**config.mk**
```make
export PLATFORM = sky130hd
export DESIGN_NAME = positional_ordered_list_top
export DESIGN_NICKNAME = d
export VERILOG_FILES = /design/src/rtl/core/pol_pkg.sv /design/src/rtl/core/pol_ram.sv /design/src/rtl/core/positional_ordered_list_top.sv
export SDC_FILE = /design/constraint.sdc
export NUM_CORES = 1
export LEC_CHECK = 0
export ABC_AREA = 1
export BUFFER_PORTS_ARGS = -buffer_cell sky130_fd_sc_hd__buf_2
export CORE_AREA = 10 10 337 371
export DETAILED_ROUTE_END_ITERATION = 12
export DIE_AREA = 0 0 347 381
export SLEW_MARGIN = 20
export SYNTH_ARGS = -nofsm -noshare
export SYNTH_HDL_FRONTEND = slang
export SYNTH_SLANG_ARGS = --single-unit
```
**constraint.sdc**
```tcl
create_clock -name i_clk -period 4.45 [get_ports i_clk]
set_clock_uncertainty 0.15 [all_clocks]
set_input_delay 0.2225 -clock i_clk [delete_from_list [all_inputs] [get_ports i_clk]]
set_output_delay 0.2225 -clock i_clk [all_outputs]
set_load 0.1 [all_outputs]
```
**src/rtl/core/pol_pkg.sv**
```systemverilog
// Package for the positional ordered list: sizes, action and status codes.
// No dependencies.
`default_nettype none
package pol_pkg;
    localparam int CAPACITY = 16;
    localparam int ADDR_W   = $clog2(CAPACITY);
    localparam int IDX_W    = ADDR_W + 1;
    localparam int CNT_W    = 5;
    localparam int VAL_W    = 32;
    localparam int POS_W    = 5;
    localparam int IN_W     = 40;
    localparam int OUT_W    = 40;

    localparam logic [1:0] ACT_INSERT = 2'd0;
    localparam logic [1:0] ACT_DELETE = 2'd1;
    localparam logic [1:0] ACT_READ   = 2'd2;

    localparam logic [1:0] ST_OK      = 2'd0;
    localparam logic [1:0] ST_INVALID = 2'd1;
    localparam logic [1:0] ST_FULL    = 2'd2;
    localparam logic [1:0] ST_EMPTY   = 2'd3;
endpackage
`default_nettype wire

```
**src/rtl/core/pol_ram.sv**
```systemverilog
// Generic simple dual-port RAM with one write port and a registered read port.
// No dependencies.
`default_nettype none
module pol_ram #(
    parameter int WIDTH = 32,
    parameter int DEPTH = 16
) (
    input  wire logic                     i_clk,
    input  wire logic                     i_we,
    input  wire logic [$clog2(DEPTH)-1:0] i_waddr,
    input  wire logic [WIDTH-1:0]         i_wdata,
    input  wire logic                     i_re,
    input  wire logic [$clog2(DEPTH)-1:0] i_raddr,
    output logic      [WIDTH-1:0]         o_rdata
);
    logic [WIDTH-1:0] r_mem [DEPTH];

    always_ff @(posedge i_clk) begin
        if (i_we) begin
            r_mem[i_waddr] <= i_wdata;
        end
        if (i_re) begin
            o_rdata <= r_mem[i_raddr];
        end
    end
endmodule
`default_nettype wire

```
**src/rtl/core/positional_ordered_list_top.sv**
```systemverilog
// Positional ordered list top level: sequencer around one entry RAM.
// Depends on pol_pkg and pol_ram.
`default_nettype none
// The block holds up to 16 signed 32-bit entries in list order in a small RAM.
// One beat on the input stream is one action; insert and delete each answer
// with one beat, read-out answers with one beat per entry (tlast on the final
// one) or one empty-status beat. Timing is set by the single RAM port pair:
// each entry moved takes a read state and a write state (S_INS_RD/S_INS_WR,
// S_DEL_RD/S_DEL_WR), so insert and delete take longer the nearer the
// position is to the head; a read-out visits S_RD_ISSUE and S_RD_EMIT per
// entry, a rejected action or an empty read-out goes straight to S_RD_EMIT,
// and stalls on the output stream add to the time an action takes.
// A new action is accepted once the previous one has handed its last result
// to the output register; that register lets the next action start while a
// result is still waiting downstream. No clearing pass is needed after reset.
module positional_ordered_list_top (
    input  wire logic        i_clk,
    input  wire logic        i_rst_n,
    input  wire logic        i_s_axis_tvalid,
    output logic             o_s_axis_tready,
    // Fields from bit 0: action[1:0], position[6:2], value[38:7], zero pad.
    input  wire logic [39:0] i_s_axis_tdata,
    output logic             o_m_axis_tvalid,
    input  wire logic        i_m_axis_tready,
    // Fields from bit 0: status[1:0], item_value[33:2], element_count[38:34], pad.
    output logic      [39:0] o_m_axis_tdata,
    output logic             o_m_axis_tlast
);
    import pol_pkg::*;

    typedef enum logic [2:0] {
        S_IDLE, S_INS_RD, S_INS_WR, S_DEL_GET, S_DEL_RD, S_DEL_WR, S_RD_ISSUE, S_RD_EMIT
    } t_state;

    // A RESP state would be one more member; rejected and finished actions
    // reuse S_RD_EMIT with r_resp set.
    t_state             r_state;
    logic [CNT_W-1:0]   r_count;
    logic [IDX_W-1:0]   r_idx;
    logic [IDX_W-1:0]   r_pos_m1;
    logic [VAL_W-1:0]   r_val;
    logic [1:0]         r_status;
    logic               r_resp;

    logic [1:0]         w_action;
    logic [POS_W-1:0]   w_pos;
    logic [VAL_W-1:0]   w_value;
    logic               w_accept;
    logic               w_slot;
    logic               w_emit;
    logic [CNT_W:0]     w_cnt_p1;
    logic               w_ins_pos_ok;

    logic               w_we;
    logic [ADDR_W-1:0]  w_waddr;
    logic [VAL_W-1:0]   w_wdata;
    logic               w_re;
    logic [ADDR_W-1:0]  w_raddr;
    logic [VAL_W-1:0]   w_rdata;
    logic [IDX_W-1:0]   w_idx_m1;

    assign w_action = i_s_axis_tdata[1:0];
    assign w_pos    = i_s_axis_tdata[6:2];
    assign w_value  = i_s_axis_tdata[38:7];
    assign o_s_axis_tready = (r_state == S_IDLE);
    assign w_accept = i_s_axis_tvalid && o_s_axis_tready;
    assign w_slot   = !o_m_axis_tvalid || i_m_axis_tready;
    assign w_emit   = (r_state == S_RD_EMIT) && w_slot;
    assign w_cnt_p1 = {1'b0, r_count} + 1'b1;
    assign w_ins_pos_ok = (w_pos != '0) && ({1'b0, w_pos} <= w_cnt_p1);
    assign w_idx_m1 = r_idx - 1'b1;

    // RAM access for the current sequencer step.
    always_comb begin
        w_we    = 1'b0;
        w_waddr = r_idx[ADDR_W-1:0];
        w_wdata = w_rdata;
        w_re    = 1'b0;
        w_raddr = r_idx[ADDR_W-1:0];
        unique case (r_state)
            S_INS_RD: begin
                if (r_idx == r_pos_m1) begin
                    w_we    = 1'b1;
                    w_wdata = r_val;
                end else begin
                    w_re    = 1'b1;
                    w_raddr = w_idx_m1[ADDR_W-1:0];
                end
            end
            S_INS_WR: w_we = 1'b1;
            S_DEL_GET: begin
                w_re    = 1'b1;
                w_raddr = r_pos_m1[ADDR_W-1:0];
            end
            S_DEL_RD: w_re = (r_idx != IDX_W'(r_count));
            S_DEL_WR: begin
                w_we    = 1'b1;
                w_waddr = w_idx_m1[ADDR_W-1:0];
            end
            S_RD_ISSUE: w_re = 1'b1;
            default: ;
        endcase
    end

    pol_ram #(.WIDTH(VAL_W), .DEPTH(CAPACITY)) u_ram (
        .i_clk   (i_clk),
        .i_we    (w_we),
        .i_waddr (w_waddr),
        .i_wdata (w_wdata),
        .i_re    (w_re),
        .i_raddr (w_raddr),
        .o_rdata (w_rdata)
    );

    always_ff @(posedge i_clk) begin
        if (!i_rst_n) begin
            r_state         <= S_IDLE;
            r_count         <= '0;
            r_resp          <= 1'b0;
            o_m_axis_tvalid <= 1'b0;
        end else begin
            if (w_emit) begin
                o_m_axis_tvalid <= 1'b1;
            end else if (i_m_axis_tready) begin
                o_m_axis_tvalid <= 1'b0;
            end
            unique case (r_state)
                S_IDLE: begin
                    if (w_accept) begin
                        r_pos_m1 <= IDX_W'(w_pos) - 1'b1;
                        unique case (w_action)
                            ACT_INSERT: begin
                                if (w_ins_pos_ok && r_count < CNT_W'(CAPACITY)) begin
                                    r_val   <= w_value;
                                    r_resp  <= 1'b0;
                                    r_idx   <= IDX_W'(r_count);
                                    r_state <= S_INS_RD;
                                end else begin
                                    // A rejected insert reports zero, like
                                    // every other rejected action.
                                    r_val    <= '0;
                                    r_resp   <= 1'b1;
                                    r_status <= w_ins_pos_ok ? ST_FULL : ST_INVALID;
                                    r_state  <= S_RD_EMIT;
                                end
                            end
                            ACT_DELETE: begin
                                r_val <= '0;
                                if (w_pos != '0 && w_pos <= r_count) begin
                                    r_resp  <= 1'b0;
                                    r_idx   <= IDX_W'(w_pos);
                                    r_state <= S_DEL_GET;
                                end else begin
                                    r_resp   <= 1'b1;
                                    r_status <= ST_INVALID;
                                    r_state  <= S_RD_EMIT;
                                end
                            end
                            ACT_READ: begin
                                r_val <= '0;
                                if (r_count == '0) begin
                                    r_resp   <= 1'b1;
                                    r_status <= ST_EMPTY;
                                    r_state  <= S_RD_EMIT;
                                end else begin
                                    r_resp  <= 1'b0;
                                    r_idx   <= '0;
                                    r_state <= S_RD_ISSUE;
                                end
                            end
                            default: begin
                                r_val    <= '0;
                                r_resp   <= 1'b1;
                                r_status <= ST_INVALID;
                                r_state  <= S_RD_EMIT;
                            end
                        endcase
                    end
                end
                S_INS_RD: begin
                    if (r_idx == r_pos_m1) begin
                        r_count  <= r_count + 1'b1;
                        r_status <= ST_OK;
                        r_val    <= '0;
                        r_resp   <= 1'b1;
                        r_state  <= S_RD_EMIT;
                    end else begin
                        r_state <= S_INS_WR;
                    end
                end
                S_INS_WR: begin
                    r_idx   <= w_idx_m1;
                    r_state <= S_INS_RD;
                end
                S_DEL_GET: r_state <= S_DEL_RD;
                S_DEL_RD: begin
                    // The deleted value is captured on the first visit, which
                    // follows the S_DEL_GET read.
                    if (r_idx == IDX_W'(r_pos_m1) + 1'b1) begin
                        r_val <= w_rdata;
                    end
                    if (r_idx == IDX_W'(r_count)) begin
                        r_count  <= r_count - 1'b1;
                        r_status <= ST_OK;
                        r_resp   <= 1'b1;
                        r_state  <= S_RD_EMIT;
                    end else begin
                        r_state <= S_DEL_WR;
                    end
                end
                S_DEL_WR: begin
                    r_idx   <= r_idx + 1'b1;
                    r_state <= S_DEL_RD;
                end
                S_RD_ISSUE: r_state <= S_RD_EMIT;
                S_RD_EMIT: begin
                    if (w_slot) begin
                        if (r_resp) begin
                            o_m_axis_tdata <= {1'b0, r_count, r_val, r_status};
                            o_m_axis_tlast <= 1'b1;
                            r_state        <= S_IDLE;
                        end else begin
                            o_m_axis_tdata <= {1'b0, r_count, w_rdata, ST_OK};
                            o_m_axis_tlast <= (w_idx_m1 + 1'b1 == IDX_W'(r_count) - 1'b1);
                            r_idx          <= r_idx + 1'b1;
                            r_state        <= (r_idx + 1'b1 == IDX_W'(r_count)) ?
                                              S_IDLE : S_RD_ISSUE;
                        end
                    end
                end
                default: r_state <= S_IDLE;
            endcase
        end
    end
endmodule
`default_nettype wire

```
==> impl_metrics.yaml <==
floorplanning:
  die_x_um: 347
  start_util: 0.248
  die_y_um: 381
  fp.dieArea_um2: 132000
  core_area_um2: 117000
  num_rows: 132
  ioPinCount: 87
drt:
  drc: 0
  viasPerCell: 4.46
  wl_um: 75100
  drt_pass1_iterations: 5
  drt-wirelength-per-cell_um: 16.8
  ant_nets: 0
  drt_iter0_drc: 1563
  num_vias: 19865
synth:
  syn-cell-area_um2: 29100
  synth_compound_area_frac: 0.0307
  ys_warn_count: 0
  muxShareOfSynthArea: 0.000387
  syn_avg_cell_area_um2: 10.5
  synth_top_family_by_area: "simple AND/OR/NAND/NOR gates"
  yosys.area_share.adder: 0.0103
  seq_area_frac_synth: 0.655
  synth_nets: 2832
  async_flop_share: 0
  synth_edf_count: 628
  synth-xor-area-share: 0.00693
  synth_cell_type_count: 41
  yosys.area_share.simple: 0.206
  ys_ff_latch: 638
  ys.flop_type: "edfxtp_1"
  syn_inst: 2764
placement:
  placed_area_um2: 31600
  pre_cts_ws_ns: 0.869
  dp_cells: 4308
  io_buffers: 84
  place_congestion: 0.809
  dp_hpwl_um: 42700
clocking:
  clock-sinks: 638
  h-tree-depth: 2
  cts_root_buf: "clkbuf_16"
  cts.path.max_buffers: 3
  insertion_delay_ns: 0.62
  path_clk_slew_ns: 0.07
  cts_setup_buffers: 0
  cts_tree: "yes"
  cts-resized-gates: 0
  numCtsBuffers: 57
global_route:
  grt_pass1_wl_um: 115000
  grt_util_all_layers: 0.109
  grt_max_degree: 127
  antenna_found_initial: 0
  grt_overflow: 0
  grt_pass1_vias: 19424
critical_path:
  crit_path_max_fanout: 13
  crit_type: "reg2reg"
  r2r_start: "r_idx[0]"
  arrival_ns: 3.74
  end_kind: "flip-flop"
  crit_required_ns: 4.59
  startpoint: "r_idx[0]"
  start_kind: "flip-flop"
finish:
  area_delta_synth_final_pct: 16.4
  mostFrequentLayoutCells: "edfxtp_1 (628), nand3_1 (606), nand2_1 (507)"
  fin_area_um2: 33900
  drive_gt1_frac: 0.0995
  fill_cells: 11984
  antenna_cells: 0
  instances_no_fill: 4455
  fin_util: 0.289
  nNetsFinal: 2938
  final_common_cell: "edfxtp_1"
timing:
  rsz0062_at_grt: "no"
  maxSlewHeadroom: 0.296
  whs_ns: 0.137
  fin_tns_setup_ns: 0
  period_needed_ns: 3.61
  period_share: 0.810
  max_freq_mhz: 277
  hold_viol: 0
  setup_viol: 0
  worst_slew_pin_slew_ns: 1.05
  drv_slew: 0
  fin_ws_ns: 0.844
power_and_ir_drop:
  comb_power_share: 0.362
  netSwitchingPower_mw: 7.77
  clock_power_share: 0.240
  leakage_nw: 13.3
  seq_power_share: 0.398
  p_int_mw: 12.8
  power_density_nw_per_um2: 607
  finalPower_mw: 20.6
  swShare: 0.378
  ir_drop_v: 0.000467
flow_run:
  cap_violations: 0
outcome:
  run_status: "finished, final reports clean"
min_path:
  hold_path_class: "in2reg"
  min_from: "i_s_axis_tdata[0]"
-- worst paths after layout --
check                        endpoint  slack, ns  cells past startpoint
setup / recovery  u_ram.r_mem[14][17]       0.84                      8
setup reg to reg  u_ram.r_mem[14][17]       0.84                      8
hold / removal            r_status[0]       0.14                      5
hold reg to reg     o_m_axis_tdata[0]       0.38                      2
-- critical path, stage by stage (launching register included) --
cell and delay [ns]:
edfxtp_1 0.67, inv_1 0.22, ha_1 0.40, inv_1 0.16
nand2_1 0.06, o21ai_0 0.22, nand3_1 0.43, nor2_4 0.58
buf_4 0.36
-- cells by family (layout without fill, tap and decap cells) --
family	Yosys count	count (layout)
AO/OA/AOI/OAI	158	158
adder cells (fa/ha/maj)	24	24
flip-flops	638	638
AND/OR/NAND/NOR	1285	1285
multiplexers	1	1
XOR/XNOR	23	23
other	1	1
buffers and inverters	634	784
-- sequential cells by signal, indices dropped and copies added, names as in the netlist, 2 cells and up --
register and flops:
r_idx 5, r_status 2, r_val 32, r_state 3, u_ram.r_mem 512, u_ram.o_rdata 32
o_m_axis_tdata 39, r_pos_m1 5, r_count 5
-- final cells by class --
class                           instances  area [um2]  share of cell area
Clock buffer                           67        1460              0.0432
Timing Repair Buffer                  207        1630              0.0481
Sequential cell                       638       19100               0.563
Clock inverter                         36         378              0.0112
Multi-Input combinational cell       1492        7620               0.225
Tap cell                             1541        1930              0.0570
Inverter                              474        1780              0.0526
-- timing repair --
action,in CTS,in global routing
hold endpoints to repair,52,0
hold buffers,44,0
setup endpoints to repair,0,0
-- cell usage after synthesis (2+ instances only) --
cell type / n / area [um2]
o221ai_1: 2 / 17.5
xnor2_1: 6 / 52.6
dfxtp_1: 10 / 200
o22ai_1: 37 / 231
edfxtp_1: 628 / 18900
nand4_1: 6 / 37.5
o2111ai_1: 2 / 17.5
ha_1: 24 / 300
nand2_1: 507 / 1900
nand3b_1: 97 / 728
xor2_1: 17 / 149
buf_2: 105 / 526
a21oi_1: 23 / 115
nand2_2: 4 / 25.0
buf_1: 6 / 22.5
or2_2: 3 / 18.8
nor2_1: 50 / 188
inv_2: 4 / 15.0
clkbuf_1: 24 / 90.1
o21ai_2: 3 / 26.3
o211ai_1: 2 / 15.0
buf_4: 22 / 165
o21ai_0: 80 / 400
nand3_1: 606 / 3030
inv_1: 468 / 1760
nor3_1: 7 / 35.0
a211oi_1: 3 / 22.5
buf_6: 2 / 22.5
clkinv_1: 2 / 7.51
nor2_2: 3 / 18.8
-- layer usage --
layer  GRT usage  wire [um]  up-vias  part of all wire
li1            -          -     9531                 -
met1       0.125      29900     9623              0.40
met2       0.201      38600      567              0.51
met3      0.0137       3570      144             0.048
met4      0.0473       2910        0             0.039
met5           0          0        -                 0
-- power by group through the flow --
stage	logic (mW)	registers [mW]	clock network (mW)
after global placement	7.36	8.28	0
final	7.44	8.18	4.93
after CTS	7.49	8.17	5.04
after detailed placement	7.44	8.30	0
after global routing	8.25	8.22	5.25
after floorplan	5.12	8.25	0
Note: power is estimated with default switching activity, not from simulation.
